--- config.mk ---
export PLATFORM = sky130hd
export DESIGN_NAME = hex_line_pad_state_parser_top
export DESIGN_NICKNAME = d
export VERILOG_FILES = /design/src/sv/hlpsp_pkg.sv /design/src/sv/hex_line_pad_state_parser_top.sv /design/src/sv/hlpsp_scan.sv
export SDC_FILE = /design/constraint.sdc
export NUM_CORES = 1
export LEC_CHECK = 0
export ABC_AREA = 1
export BUFFER_PORTS_ARGS = -buffer_cell sky130_fd_sc_hd__buf_2
export CAP_MARGIN = 15
export CORE_AREA = 2 2 199 201
export DETAILED_ROUTE_END_ITERATION = 8
export DIE_AREA = 0 0 201 203
export PLACE_DENSITY = 0.38
export SLEW_MARGIN = 30
export SYNTH_ARGS = -nofsm -noshare
export SYNTH_HDL_FRONTEND = slang
export SYNTH_SLANG_ARGS = --single-unit
--- constraint.sdc ---
create_clock -name clk -period 3.3 [get_ports clk]
set_clock_uncertainty 0.2 [all_clocks]
set_input_delay 0.66 -clock clk [delete_from_list [all_inputs] [get_ports clk]]
set_output_delay 0.66 -clock clk [all_outputs]
set_load 0.02 [all_outputs]
--- src/sv/hlpsp_pkg.sv ---
package hlpsp_pkg;

  localparam int unsigned LineLen = 13;

  localparam logic [7:0] CH_CR    = 8'h0D;
  localparam logic [7:0] CH_LF    = 8'h0A;
  localparam logic [7:0] CH_SPACE = 8'h20;
  localparam logic [7:0] CH_ZERO  = 8'h30;

  localparam logic [3:0] HAT_MAX = 4'd8;

  // fixed column layout of one line
  localparam logic [3:0] POS_BTN     = 4'd0;
  localparam logic [3:0] POS_BTN_END = 4'd3;
  localparam logic [3:0] POS_HAT     = 4'd4;
  localparam logic [3:0] POS_LX      = 4'd5;
  localparam logic [3:0] POS_LX_END  = 4'd6;
  localparam logic [3:0] POS_LY      = 4'd7;
  localparam logic [3:0] POS_LY_END  = 4'd8;
  localparam logic [3:0] POS_RX      = 4'd9;
  localparam logic [3:0] POS_RX_END  = 4'd10;
  localparam logic [3:0] POS_RY      = 4'd11;
  localparam logic [3:0] POS_LAST    = 4'd12;

  typedef struct packed {
    logic       vld;
    logic [3:0] pos;
  } step_t;

  typedef struct packed {
    logic [13:0] buttons;
    logic [3:0]  hat;
    logic [7:0]  left_x;
    logic [7:0]  left_y;
    logic [7:0]  right_x;
    logic [7:0]  right_y;
  } res_t;

  // {is_hex, value}
  function automatic logic [4:0] hex_digit(input logic [7:0] c);
    logic [4:0] r;
    r = 5'd0;
    if (c >= 8'h30 && c <= 8'h39) begin
      r = {1'b1, c[3:0]};
    end else if ((c >= 8'h61 && c <= 8'h66) || (c >= 8'h41 && c <= 8'h46)) begin
      r = {1'b1, c[3:0] + 4'd9};
    end
    return r;
  endfunction

  function automatic logic [3:0] hat_clamp(input logic [7:0] c);
    logic [3:0] r;
    if (c[7] || c <= CH_ZERO) begin
      r = 4'd0;
    end else if (c >= 8'h38) begin
      r = HAT_MAX;
    end else begin
      r = c[3:0];
    end
    return r;
  endfunction

endpackage

--- src/sv/hex_line_pad_state_parser_top.sv ---
// Ordinary bytes are taken one per cycle in the idle state; in_stall stays low between them.
// A carriage return walks the 13-entry line memory, one read per cycle,
// and, once the walk, the drain state and the final state are through, shows its beat on out_*.
// The result register lets new bytes in while a finished beat waits on out_stall.
// Synchronous active-low reset empties the line (fill count zero) and drops out_valid.
module hex_line_pad_state_parser_top import hlpsp_pkg::*; (
  input  logic        clk,
  input  logic        rst_n,
  input  logic        in_valid,
  output logic        in_stall,
  input  logic [7:0]  in_rx_byte,
  output logic        out_valid,
  input  logic        out_stall,
  output logic [13:0] out_buttons,
  output logic [3:0]  out_hat,
  output logic [7:0]  out_left_x,
  output logic [7:0]  out_left_y,
  output logic [7:0]  out_right_x,
  output logic [7:0]  out_right_y
);

  typedef enum logic [1:0] {ST_IDLE, ST_WALK, ST_DRAIN, ST_FIN} state_t;

  state_t      state_r;
  logic [3:0]  fill_cnt_r;
  logic [3:0]  rd_addr_r;
  logic [7:0]  rd_data_r;
  step_t       step_r;
  logic        out_valid_r;
  res_t        out_r;
  res_t        res;

  logic [7:0]  mem [LineLen];

  logic        in_acc;
  logic        is_cr;
  logic        wr_en;
  logic        out_free;
  logic [7:0]  ch;

  assign in_acc   = in_valid && !in_stall;
  assign is_cr    = in_rx_byte == CH_CR;
  assign wr_en    = in_acc && !is_cr && in_rx_byte != CH_LF && fill_cnt_r < 4'(LineLen);
  assign out_free = !out_valid_r || !out_stall;
  // positions never written since the last line end read as zero
  assign ch       = (step_r.pos < fill_cnt_r) ? rd_data_r : 8'd0;
  assign in_stall = state_r != ST_IDLE;

  always_ff @(posedge clk) begin
    if (wr_en) begin
      mem[fill_cnt_r] <= in_rx_byte;
    end
    rd_data_r <= mem[rd_addr_r];
  end

  always_ff @(posedge clk) begin
    if (!rst_n) begin
      state_r     <= ST_IDLE;
      fill_cnt_r  <= 4'd0;
      rd_addr_r   <= 4'd0;
      step_r      <= '0;
      out_valid_r <= 1'b0;
    end else begin
      step_r.vld <= state_r == ST_WALK;
      step_r.pos <= rd_addr_r;
      if (state_r == ST_FIN && out_free) begin
        out_valid_r <= 1'b1;
      end else if (out_valid_r && !out_stall) begin
        out_valid_r <= 1'b0;
      end
      case (state_r)
        ST_IDLE: begin
          rd_addr_r <= 4'd0;
          if (wr_en) begin
            fill_cnt_r <= fill_cnt_r + 4'd1;
          end
          if (in_acc && is_cr) begin
            state_r <= ST_WALK;
          end
        end
        ST_WALK: begin
          if (rd_addr_r == POS_LAST) begin
            state_r <= ST_DRAIN;
          end else begin
            rd_addr_r <= rd_addr_r + 4'd1;
          end
        end
        ST_DRAIN: begin
          state_r <= ST_FIN;
        end
        ST_FIN: begin
          if (out_free) begin
            out_r      <= res;
            fill_cnt_r <= 4'd0;
            state_r    <= ST_IDLE;
          end
        end
        default: state_r <= ST_IDLE;
      endcase
    end
  end

  hlpsp_scan u_scan (
    .clk   (clk),
    .rst_n (rst_n),
    .step  (step_r),
    .ch    (ch),
    .res   (res)
  );

  assign out_valid   = out_valid_r;
  assign out_buttons = out_r.buttons;
  assign out_hat     = out_r.hat;
  assign out_left_x  = out_r.left_x;
  assign out_left_y  = out_r.left_y;
  assign out_right_x = out_r.right_x;
  assign out_right_y = out_r.right_y;

  a_fill_bound: assert property (@(posedge clk) disable iff (!rst_n)
    fill_cnt_r <= 4'(LineLen))
    else $error("fill count past line length");

  a_cr_walk: assert property (@(posedge clk) disable iff (!rst_n)
    in_valid && !in_stall && in_rx_byte == CH_CR |=> state_r == ST_WALK && rd_addr_r == 4'd0)
    else $error("carriage return did not start walk");

  a_step_pos: assert property (@(posedge clk) disable iff (!rst_n)
    step_r.vld |-> step_r.pos <= POS_LAST)
    else $error("walk position out of range");

  a_hat_range: assert property (@(posedge clk) disable iff (!rst_n)
    out_valid_r |-> out_r.hat <= HAT_MAX)
    else $error("hat out of range");

endmodule

--- src/sv/hlpsp_scan.sv ---
module hlpsp_scan import hlpsp_pkg::*; (
  input  logic       clk,
  input  logic       rst_n,
  input  step_t      step,
  input  logic [7:0] ch,
  output res_t       res
);

  logic        skip_r, skip_nxt;
  logic        stop_r, stop_nxt;
  logic [13:0] acc_r, acc_nxt;
  res_t        res_r;

  logic        first;
  logic        skip, stop;
  logic [13:0] acc;
  logic [4:0]  dig;

  always_comb begin
    first    = step.pos inside {POS_BTN, POS_LX, POS_LY, POS_RX, POS_RY};
    skip     = first | skip_r;
    stop     = !first & stop_r;
    acc      = first ? 14'd0 : acc_r;
    dig      = hex_digit(ch);
    skip_nxt = skip;
    stop_nxt = stop;
    acc_nxt  = acc;
    if (!stop && !(skip && ch == CH_SPACE)) begin
      if (dig[4]) begin
        acc_nxt  = {acc[9:0], dig[3:0]};
        skip_nxt = 1'b0;
      end else begin
        stop_nxt = 1'b1;
      end
    end
  end

  always_ff @(posedge clk) begin
    if (!rst_n) begin
      skip_r <= 1'b0;
      stop_r <= 1'b0;
    end else if (step.vld) begin
      skip_r <= skip_nxt;
      stop_r <= stop_nxt;
    end
  end

  always_ff @(posedge clk) begin
    if (step.vld) begin
      acc_r <= acc_nxt;
      case (step.pos)
        POS_BTN_END: res_r.buttons <= acc_nxt;
        POS_HAT:     res_r.hat     <= hat_clamp(ch);
        POS_LX_END:  res_r.left_x  <= acc_nxt[7:0];
        POS_LY_END:  res_r.left_y  <= acc_nxt[7:0];
        POS_RX_END:  res_r.right_x <= acc_nxt[7:0];
        POS_LAST:    res_r.right_y <= acc_nxt[7:0];
        default: ;
      endcase
    end
  end

  assign res = res_r;

endmodule

# ---- Word level (Yosys, flattened, before mapping)
# Memory sizes are Yosys's and may differ from the RTL's. A register that Yosys moved wholly into a read port is not among the register bits.
# Cells that the tools add are included.
dict set report op_classes {
  add_sub_neg 3
  mul 0
  n_div 0
  n_lt_le_gt_ge 10
  eq_ne 22
  n_shift 0
  n_mux 24
  bitwise 2
  reduce_logical 40
}
# operator n
set ops {}
lappend ops {{14-bit two-way mux} 3}
lappend ops {{4-bit equality test (second input constant)} 6}
lappend ops {{4-bit by 3-bit equality test with 1-bit output (second input constant)} 4}
lappend ops {{8-bit by 6-bit >= comparator with 1-bit output (second input constant)} 2}
lappend ops {{8-bit by 7-bit >= comparator with 1-bit output (second input constant)} 2}
lappend ops {{8-bit by 6-bit <= comparator with 1-bit output (second input constant)} 2}
lappend ops {{8-bit by 7-bit <= comparator with 1-bit output (second input constant)} 2}
lappend ops {{4-bit two-way mux} 4}
lappend ops {{4-bit case mux with 2 select lines} 2}
lappend ops {{2-bit AND reduction} 7}
lappend ops {{1-bit logical AND} 12}
lappend ops {{5-bit two-way mux} 2}
lappend ops {{3-bit AND reduction} 3}
lappend ops {{4-bit by 1-bit adder with 4-bit output (second input constant)} 2}
lappend ops {{8-bit by 4-bit equality test with 1-bit output (second input constant)} 1}
lappend ops {{8-bit by 6-bit equality test with 1-bit output (second input constant)} 1}
lappend ops {{1-bit two-way mux} 8}
lappend ops {{8-bit two-way mux} 1}
lappend ops {{2-bit != test (second input constant)} 4}
lappend ops {{8-bit by 4-bit != test with 1-bit output (second input constant)} 1}
lappend ops {{2-bit case mux with 4 select lines} 1}
lappend ops {{2-bit nonzero test} 4}
lappend ops {{1-bit logical NOT} 7}
lappend ops {{2-bit two-way mux} 3}
lappend ops {{14 further kinds} 17}
dict set report word_totals {
  reg_bits 132
  latch_bits 0
  mem_bits_rw 104
  rom_bits 0
  in_bits 12
  output_inout_bits 52
  word_cells 124
  mem_count 1
}
# name depth width read_ports rd_clocked_by_memory_dff write_ports line_no
set memory_table {}
lappend memory_table {mem 13 8 1 1 1 hex_line_pad_state_parser_top.sv:33} ;# logic [7:0] mem [LineLen];

# ---- Logic depth before layout (Yosys ltp)
# Gate-level depths: netlist of run 1.
dict set report logic_depth {
  word_depth 9
  depth_mapped 20
}

# ---- By module
# From an unflattened synthesis of run 1, not the netlist that was laid out.
dict set report hier_totals {
  cells_unflattened 758
  area_unflattened_um2 9625.5
}
# mod n_inst cells_each area_each_um2 seq_area_each_um2
set modules_own_cells {}
lappend modules_own_cells {hex_line_pad_state_parser_top 1 534 6860.3 5104.9}
lappend modules_own_cells {hlpsp_scan 1 224 2765.2 1961.9}

# ---- Worst setup path after synthesis of run 1
# Ideal clock, no wire load.
dict set report synth_timing {
  kind {input-to-reg}
  startpoint {input out_stall}
  endpoint {register out_r, in the netlist out_buttons[0] (enable)}
  arrival_time_ns 2.908
  t_required_ns 2.641
  path_slack_ns -0.266
  cell_stages 3
  cell_sequence {nand2_1 nand2_1 nor2_1}
}
dict set report synth_via {
  elab_chain_len 3
}
# item line_no
set synth_lines {}
lappend synth_lines {{start, declared} hex_line_pad_state_parser_top.sv:13} ;# input logic out_stall,
lappend synth_lines {{1-bit logical NOT} hex_line_pad_state_parser_top.sv:44} ;# assign out_free = !out_valid_r || !out_stall;
lappend synth_lines {{1-bit logical OR} hex_line_pad_state_parser_top.sv:44}
lappend synth_lines {{3-bit AND reduction (no source line)} n/a}
lappend synth_lines {{end signal, assigned} hex_line_pad_state_parser_top.sv:93} ;# out_r <= res;
lappend synth_lines {{end, declared} hex_line_pad_state_parser_top.sv:30} ;# res_t out_r;
# No other way between the ends.
# A chain may end at the register's enable or synchronous reset.

# ---- Worst setup path in the final report of run 1
dict set report layout_timing {
  startpoint {register fill_cnt_r[3]}
  endpoint {register u_scan.res_r, in the netlist u_scan.res[40], data pin}
}
dict set report layout_via {
  elab_chain_len 9
  elab_cells_between_ends 20
}
# item line_no
set layout_lines {}
lappend layout_lines {{start, declared} hex_line_pad_state_parser_top.sv:25} ;# logic [3:0] fill_cnt_r;
lappend layout_lines {{start signal, assigned} hex_line_pad_state_parser_top.sv:75} ;# fill_cnt_r <= fill_cnt_r + 4'd1;
lappend layout_lines {{4-bit less-than comparator *} hex_line_pad_state_parser_top.sv:46} ;# assign ch = (step_r.pos < fill_cnt_r) ? rd_data_r : 8'd0;
lappend layout_lines {{8-bit two-way mux *} hex_line_pad_state_parser_top.sv:46}
lappend layout_lines {{net ch[1]} hex_line_pad_state_parser_top.sv:39} ;# logic [7:0] ch;
lappend layout_lines {{8-bit by 7-bit >= comparator with 1-bit output or 8-bit by 7-bit <= comparator with 1-bit output (tied branches)} hlpsp_pkg.sv:45} ;# end else if ((c >= 8'h61 && c <= 8'h66) || (c >= 8'h41 && c <= 8'h46)) begin
lappend layout_lines {{1-bit logical AND} hlpsp_pkg.sv:45}
lappend layout_lines {{1-bit logical OR} hlpsp_pkg.sv:45}
lappend layout_lines {{5-bit two-way mux} hlpsp_pkg.sv:45}
lappend layout_lines {{5-bit two-way mux} hlpsp_pkg.sv:43} ;# if (c >= 8'h30 && c <= 8'h39) begin
lappend layout_lines {{14-bit two-way mux} hlpsp_scan.sv:29} ;# if (dig[4]) begin
lappend layout_lines {{14-bit two-way mux *} hlpsp_scan.sv:28} ;# if (!stop && !(skip && ch == CH_SPACE)) begin
lappend layout_lines {{net u_scan.acc_nxt[4]} hlpsp_scan.sv:11} ;# logic [13:0] acc_r, acc_nxt;
lappend layout_lines {{end, declared} hlpsp_scan.sv:12} ;# res_t res_r;
# The timed path passes the listed nets; every way through them passes the cells marked *.

==> results of run 1 <==
## cells by family (layout without fill, tap and decap cells)
family          Yosys count  count (layout)
fa+ha+maj                19              19
compound gates          142             142
xor+xnor                  3               3
flops                   244             244
simple gates            231             231
buf+inv                  91             219
## per-layer routing
metal  GRT usage, %  routed length (um)  vias to the layer above
met3          1.942                 776                       34
met2          18.10               10560                       96
met1          15.30               10780                     2737
met4          3.333                 509                        0
li1               -                   -                     2832
met5              0                   0                        -
## cell usage after synthesis
library cell  count
nand2_1          77
nor3_2            1
o21ai_2           6
buf_2             1
ha_1             19
o31ai_1           1
o221ai_1          4
nand2_4           3
o22ai_1          24
nor2_1           96
nand3b_1          2
a211oi_1          1
o2111ai_2         1
nand2_2           5
inv_2             6
nand3_2           6
o211ai_4          1
clkbuf_1         21
nand4_1           7
o211ai_1          5
inv_1            60
a21boi_4          1
a31oi_1           1
a21oi_1          12
nor3_1           14
clkinv_1          1
o21ai_0          64
buf_12            1
o21bai_1          1
edfxtp_1        218
o21ai_1          15
o21a_1            1
nand3_1          20
a41oi_1           1
a21oi_4           2
xor2_1            3
dfxtp_1          26
buf_6             1
o2111ai_1         1
## timing repair
action	4_1_cts	5_1_grt
setup endpoints to repair	0	60
hold buffers	0	0
resized for setup	0	10
## state kept, by name (all words and copies together), names as in the netlist, 2 cells and up
| signal | cells |
|---|---|
| fill_cnt_r | 4 |
| mem | 104 |
| out_buttons | 14 |
| out_hat | 4 |
| out_left_x | 8 |
| out_left_y | 8 |
| out_right_x | 8 |
| out_right_y | 8 |
| rd_addr_r | 4 |
| rd_data_r | 8 |
| state_r | 2 |
| step_r | 5 |
| u_scan.acc_r | 14 |
| u_scan.res | 50 |
## where the power goes
part | internal, mW | switching (mW)
registers | 3.60 | 0.101
logic | 0.473 | 1.14
clock network | 1.71 | 1.24
## stage by stage
step / hold slack (ns) / worst slack, ns / utilization, % / instances / area (um2)
3_5_place_dp: 0.2045 / 0.07857 / 27.91 / 1326 / 10740
6_report: 0.2175 / 0.2425 / 30.22 / 1376 / 11620
5_1_grt: 0.2257 / 0.01638 / 30.22 / 1376 / 11620
2_1_floorplan: 0.2003 / 0.04191 / - / 730 / 9585
4_1_cts: 0.2189 / 0.06174 / 30.17 / 1376 / 11610
3_3_place_gp: 0.2041 / 0.1277 / 27.91 / 1326 / 10740
## final cells by class
cell class	instances	area share, %
Inverter	67	2.163
Tap cell	518	5.575
Multi-Input combinational cell	395	18.70
Timing Repair Buffer	102	5.295
Clock inverter	16	1.270
Sequential cell	244	60.79
Clock buffer	34	6.210
## critical path, cell delays in order (launching register included)
cell and delay, ns:
dfxtp_1 0.32, inv_1 0.08, ha_1 0.35, nand2_1 0.10, inv_2 0.06, nand2_4 0.13, nand2_4 0.09, nor2_1 0.15
inv_2 0.09, ha_1 0.20, inv_1 0.07, o2111ai_2 0.14, o211ai_4 0.23, nand3_2 0.13, nand2_4 0.12, buf_8 0.18
nand2_1 0.08, o21ai_2 0.13
## path summary, 6_finish.rpt
kind | cells past startpoint | end | slack (ns)
min | 0 | out_right_x[1] | 0.22
max | 17 | u_scan.res[40] | 0.24
min reg2reg | 0 | out_right_x[1] | 0.22
max reg2reg | 17 | u_scan.res[40] | 0.24
==> impl_metrics.ini, run 1 <==
[placed_design]
gp_congestion = 0.7637
io_buffers = 63
dp_hpwl_um = 14900

[cts]
cts_tree = done
clk_latency_ns = 0.56
cts_buffer_depth = 3
cts_inserted_buffers = 27
cts.sinks = 244
cts-root-buf = clkbuf_16
post-cts-setup-buffer-count = 0
clk_pin_slew_worst_paths_ns = 0.06
htreeDepth = 1

[sta]
maxSlewViolCount = 0
fmax_mhz = 327.1
finalSetupViolCount = 0
rsz0062_at_grt = false
fin_tns_setup_ns = 0
relSlewSlack_pct = 51.23
period_share_pct = 92.65
worst_pin_slew_ns = 0.7306
finalHoldViolCount = 0
finalCriticalPeriod_ns = 3.058

[grt]
grtUsageTotal_pct = 11.17
overflow = 0
grt_pass1_vias = 5663
antenna_found_initial = 0
grt_first_pass_wirelength_um = 35010
grt_start_max_net_pins = 54

[pwr]
p_per_area_mw_per_mm2 = 710.9
p_leak_nw = 4.198
vdd_drop_max_mv = 0.4089
total_power_mw = 8.264

[floorplanning]
io_pins = 64
die_h_um = 203
die_w_um = 201
coreArea_mm2 = 0.03847
start_util_pct = 24.91
rows = 72
dieArea_mm2 = 0.04080

[logic_synthesis]
synth-seq-area-share_pct = 73.74
synth_fa_ha_area_share_pct = 2.481
yosys_warnings = 0
ys_ff_latch = 244
synthSimpleGateAreaFrac_pct = 10.58
synth_xor_area_share_pct = 0.2742
avgSynthCellArea_um2 = 13.13
yosysUniqueCellTypes = 39
yosys.area.top_type = edfxtp_1
synth_compound_area_share_pct = 9.100
synth_top_area_share_pct = 68.31
synth_mux_area_share_pct = 0
netlist_instances = 730
synth_nets = 761
synth_top_family_by_area = simple AND/OR/NAND/NOR gates
synth_area_mm2 = 0.009583
synth_area_leaders = edfxtp_1, dfxtp_1, nor2_1

[setup_path]
reg2reg_from = fill_cnt_r[3]
path_class = register to register
cp_max_fo = 15
cp-startpoint = fill_cnt_r[3]
cp-start-kind = register
required_ns = 3.46
cp-end-kind = register
crit_arrival_ns = 3.21

[final_layout]
nets = 868
final_common_cell = edfxtp_1
regArea_mm2 = 0.007067
layout_common_cells = edfxtp_1, nor2_1, nand2_1, o21ai_0, buf_2
drive_above_1_share_pct = 21.10
multi_input_area_mm2 = 0.002173
antenna_cells = 0
syn2layout_area_growth_pct = 21.31
n_fill_cell = 3930

[min_path]
holdCritStartpoint = u_scan.res[9]
hp-class = register to register

[drt]
dr.pass1.iters = 7
vias = 5699
antenna_left = 0
drt_iter0_markers = 352
wire_per_inst_um = 16.44
route.detailed.drc = 0
routed_via_density = 4.142
wirelength_um = 22620

[run]
cap_violations = 0

[status]
outcome = completed
Note: power is estimated with default switching activity, not from simulation.
==> inputs of run 2 (changes only) <==
--- a/config.mk
+++ b/config.mk
@@ -8,9 +8,9 @@
 export ABC_AREA = 1
 export BUFFER_PORTS_ARGS = -buffer_cell sky130_fd_sc_hd__buf_2
 export CAP_MARGIN = 15
-export CORE_AREA = 2 2 199 201
+export CORE_AREA = 2 2 280 144
 export DETAILED_ROUTE_END_ITERATION = 8
-export DIE_AREA = 0 0 201 203
+export DIE_AREA = 0 0 282 146
 export PLACE_DENSITY = 0.38
 export SLEW_MARGIN = 30
 export SYNTH_ARGS = -nofsm -noshare
==> run 2 against run 1 <==
Utilization barely moved. Die area rose by 0.90%. Non-clock buffer count up 2. Count of clock-buffer cells in the layout fell by 8. Clock power shrank 4%. Sequential cell count unchanged. Final cell count increased by 0.87%. Setup slack got worse by 0.021 ns. Sequential share of layout area increased by 0.072 points. Largest power group unchanged. Highest routed layer unchanged.
==> impl_metrics.ini, run 2 (synthesized netlist as in run 1, its figures left out) <==
[cts]
htreeDepth = 1
post-cts-setup-buffer-count = 0
cts-root-buf = clkbuf_16
cts_tree = done
cts.sinks = 244
cts_inserted_buffers = 25
cts_buffer_depth = 3
clk_latency_ns = 0.53
clk_pin_slew_worst_paths_ns = 0.06

[placed_design]
io_buffers = 63
gp_congestion = 0.7896
dp_hpwl_um = 17140
post-place-cells = 1340

[sta]
relSlewSlack_pct = 50.07
maxSlewViolCount = 0
period_share_pct = 93.29
hold_ws_ns = 0.2174
fmax_mhz = 324.8
finalSetupViolCount = 0
rsz0062_at_grt = false
finalHoldViolCount = 0
finalCriticalPeriod_ns = 3.078
worst_pin_slew_ns = 0.7449
fin_tns_setup_ns = 0

[floorplanning]
start_util_pct = 24.90
die_h_um = 146
dieArea_mm2 = 0.04117
io_pins = 64
rows = 51
coreArea_mm2 = 0.03848
die_w_um = 282

[setup_path]
max_stage_delay_ns = 0.34
cp-startpoint = fill_cnt_r[3]
required_ns = 3.43
worst-path-buf-inv = 5
path_class = register to register
cpMaxStageDelayCell = ha_1
cp-start-kind = register
crit_arrival_ns = 3.21
cp_top_family = simple AND/OR/NAND/NOR gates
reg2reg_from = fill_cnt_r[3]
cp_max_fo = 12
regToRegSetupSlack_ns = 0.22
crit_chain = inv_1, ha_1, nand2_1, inv_2, nand2_4, nand2_4, nor2_2, inv_1, ha_1, inv_1, o2111ai_2, o211ai_4, nand3_2, nand2_4, buf_8, nand2_1, o21ai_2
cp-end-kind = register

[grt]
grtUsageTotal_pct = 12.33
grt_first_pass_wirelength_um = 37710
overflow = 0
antenna_found_initial = 2
grt_start_max_net_pins = 54
grt_pass1_vias = 5677

[min_path]
holdCritStartpoint = u_scan.res[21]
hp-class = register to register

[drt]
wirelength_um = 25280
met2WireLength_um = 8715
dr.pass1.iters = 5
route.met3.wl_um = 1770
route.detailed.drc = 0
antenna_left = 0
wire_per_inst_um = 18.21
vias = 5924
maxUsedRoutingLayer = met4
wl_met1_um = 14510
drt_iter0_markers = 468
routed_via_density = 4.268

[final_layout]
layout_common_cells = edfxtp_1, nor2_1, nand2_1, o21ai_0, buf_2
max_flop_register = mem
largest_reg_flops = 104
drive_above_1_share_pct = 21.14
syn2layout_area_growth_pct = 21.16
n_fill_cell = 3893
nets = 869
final_common_cell = edfxtp_1
finalNonFillerCells = 1388
final_core_util_pct = 30.18

[pwr]
p_per_area_mw_per_mm2 = 710.6
p_leak_nw = 4.176
vdd_drop_max_mv = 0.4291
total_power_mw = 8.251

[status]
outcome = completed

[run]
cap_violations = 0
==> run 2: stage by stage <==
stage,instance area [um2],worst slack [ns]
2_1_floorplan,9585,0.04191
3_3_place_gp,10780,0.1362
3_5_place_dp,10780,0.07655
4_1_cts,11580,0.03414
5_1_grt,11610,0.002600
6_report,11610,0.2215
==> run 2: final timing paths <==
kind / endpoint / depth (start not counted)
max reg2reg: u_scan.acc_r[6] / 17
min: out_left_y[5] / 0
min reg2reg: out_left_y[5] / 0
max: u_scan.acc_r[6] / 17
==> run 2: area by class of cell <==
cell class              instances  area, um2  share of cell area (%)
flip-flops and latches        244       7067                   60.86
multi-input cells             396       2178                   18.76
well taps                     530      663.1                   5.711
repair buffers                104      643.1                   5.539
clock buffers                  26      629.4                   5.420
inverters                      67      251.5                   2.166
clock inverters                19      173.9                   1.498
diodes                          2      5.005                 0.04310
==> run 2: routing by layer <==
metal	vias up	GRT usage, %
met2	155	14.15
met4	0	2.287
met5	-	0
met3	22	3.275
li1	2832	-
met1	2915	21.52
==> run 2: what timing repair did <==
| item | CTS | global route |
|---|---|---|
| endpoints found under the setup margin | 0 | 58 |
| hold buffers | 0 | 0 |
| gates resized for setup | 0 | 8 |
==> run 2: report_power, final <==
part / internal, mW / switching, mW
Combinational: 0.489 / 1.24
Clock: 1.62 / 1.20
Sequential: 3.60 / 0.102
Total: 5.71 / 2.54
==> run 2: worst reg2reg max path: cells and delay by family (launching register included) <==
kind	cells	cell delay [ns]
simple gates	7	0.75
fa+ha+maj	2	0.58
buf+inv	5	0.52
compound gates	3	0.52
flops	1	0.33
==> inputs of run 3 (changes only) <==
--- a/config.mk
+++ b/config.mk
@@ -9,6 +9,7 @@
 export BUFFER_PORTS_ARGS = -buffer_cell sky130_fd_sc_hd__buf_2
 export CAP_MARGIN = 15
 export CORE_AREA = 2 2 280 144
+export CTS_BUF_LIST = sky130_fd_sc_hd__clkbuf_16
 export DETAILED_ROUTE_END_ITERATION = 8
 export DIE_AREA = 0 0 282 146
 export PLACE_DENSITY = 0.38
==> run 3 against run 2 <==
Sequential cell count unchanged. Global-route usage stayed put. Design area is the same. Die area unchanged. Sequential power about the same. Total power barely moved. Register-to-register slack barely moved. Utilization unchanged. Non-clock buffer count did not move.
==> impl_metrics.ini, run 3 (synthesized netlist as in run 1, its figures left out) <==
[status]
outcome = completed

[final_layout]
multi_input_area_mm2 = 0.002178
max_flop_register = mem
regArea_mm2 = 0.007067
layout_common_cells = edfxtp_1, nor2_1, nand2_1, o21ai_0, buf_2
nets = 869
drive_above_1_share_pct = 21.14
finalNonFillerCells = 1388
final_common_cell = edfxtp_1
n_fill_cell = 3893
syn2layout_area_growth_pct = 21.16
largest_reg_flops = 104

[pwr]
p_leak_nw = 4.180
p_per_area_mw_per_mm2 = 710.4
vdd_drop_max_mv = 0.4291
total_power_mw = 8.248

[grt]
grtUsageTotal_pct = 12.33
grt_pass1_vias = 5677
antenna_found_initial = 2
grt_start_max_net_pins = 54
overflow = 0
grt_first_pass_wirelength_um = 37710

[placed_design]
gp_congestion = 0.7896
io_buffers = 63
post-place-ws_ns = 0.07655
dp_hpwl_um = 17140
post-place-cells = 1340

[sta]
fmax_mhz = 324.8
finalCriticalPeriod_ns = 3.079
fin_tns_setup_ns = 0
period_share_pct = 93.29
worst_pin_slew_ns = 0.7449
postLayoutSetupSlackWorst_ns = 0.2214
finalHoldViolCount = 0
rsz0062_at_grt = false
relSlewSlack_pct = 50.07
maxSlewViolCount = 0
finalSetupViolCount = 0

[min_path]
hp-class = register to register
whs_path_depth = 0

[setup_path]
cp-end-kind = register
crit_arrival_ns = 3.21
path_class = register to register
r2r_cells = 17
cp_max_fo = 12
cp-start-kind = register
required_ns = 3.43

[cts]
clk_pin_slew_worst_paths_ns = 0.06
htreeDepth = 1
cts-root-buf = clkbuf_16
cts_tree = done
clk_latency_ns = 0.53
post-cts-setup-buffer-count = 0
cts.sinks = 244
cts_buffer_depth = 3
cts_hold_buf = 0
cts_inserted_buffers = 25

[drt]
wirelength_um = 25280
vias = 5925
antenna_left = 0
route.detailed.drc = 0
drt_iter0_markers = 468
routed_via_density = 4.269
wire_per_inst_um = 18.21
dr.pass1.iters = 5

[floorplanning]
io_pins = 64
dieArea_mm2 = 0.04117
start_util_pct = 24.90
die_w_um = 282
die_h_um = 146
coreArea_mm2 = 0.03848
rows = 51

[run]
cap_violations = 0
[run 3: layout make-up]
class / count / area share (%)
sequential: 244 / 60.86
timing repair buffer: 104 / 5.539
tap: 530 / 5.711
antenna: 2 / 0.04310
clock inverter: 20 / 1.530
clock buffer: 25 / 5.388
multi-input combinational: 396 / 18.76
inverter: 67 / 2.166
[run 3: repair_timing]
action                                 in CTS  in global routing
gates resized for setup                     0                  8
endpoints found under the hold margin       0                  0
setup endpoints to repair                   0                 58
[run 3: final timing paths]
kind                        from              end  slack [ns]
setup / recovery   fill_cnt_r[3]  u_scan.acc_r[6]        0.22
hold / removal    u_scan.res[21]    out_left_y[5]        0.22
setup reg to reg   fill_cnt_r[3]  u_scan.acc_r[6]        0.22
hold reg to reg   u_scan.res[21]    out_left_y[5]        0.22
[run 3: critical path: stages (launching register included)]
cell       delay, ns
dfxtp_1         0.33
inv_1           0.07
ha_1            0.34
nand2_1         0.10
inv_2           0.06
nand2_4         0.08
nand2_4         0.07
nor2_2          0.13
inv_1           0.14
ha_1            0.23
inv_1           0.08
o2111ai_2       0.15
o211ai_4        0.24
nand3_2         0.15
nand2_4         0.13
buf_8           0.17
nand2_1         0.09
o21ai_2         0.13
[run 3: per-stage QoR]
| step | hold slack, ns | area [um2] | utilization [%] |
|---|---|---|---|
| 4_1_cts | 0.2193 | 11580 | 30.10 |
| 5_1_grt | 0.2249 | 11610 | 30.17 |
| 2_1_floorplan | 0.2003 | 9585 | - |
| 6_report | 0.2174 | 11610 | 30.18 |
| 3_3_place_gp | 0.2048 | 10780 | 28.01 |
| 3_5_place_dp | 0.2045 | 10780 | 28.01 |
[run 3: where the power goes]
part / internal (mW) / switching [mW]
sequential: 3.60 / 0.102
clock: 1.62 / 1.20
combinational: 0.489 / 1.24
total: 5.70 / 2.54
[run 3: routing by layer]
layer / vias up / part of all wire (%) / track usage (%)
met4: 0 / 1.1 / 2.287
met2: 155 / 34 / 14.15
met5: - / 0 / 0
met1: 2916 / 57 / 21.52
li1: 2832 / - / -
met3: 22 / 7.0 / 3.275
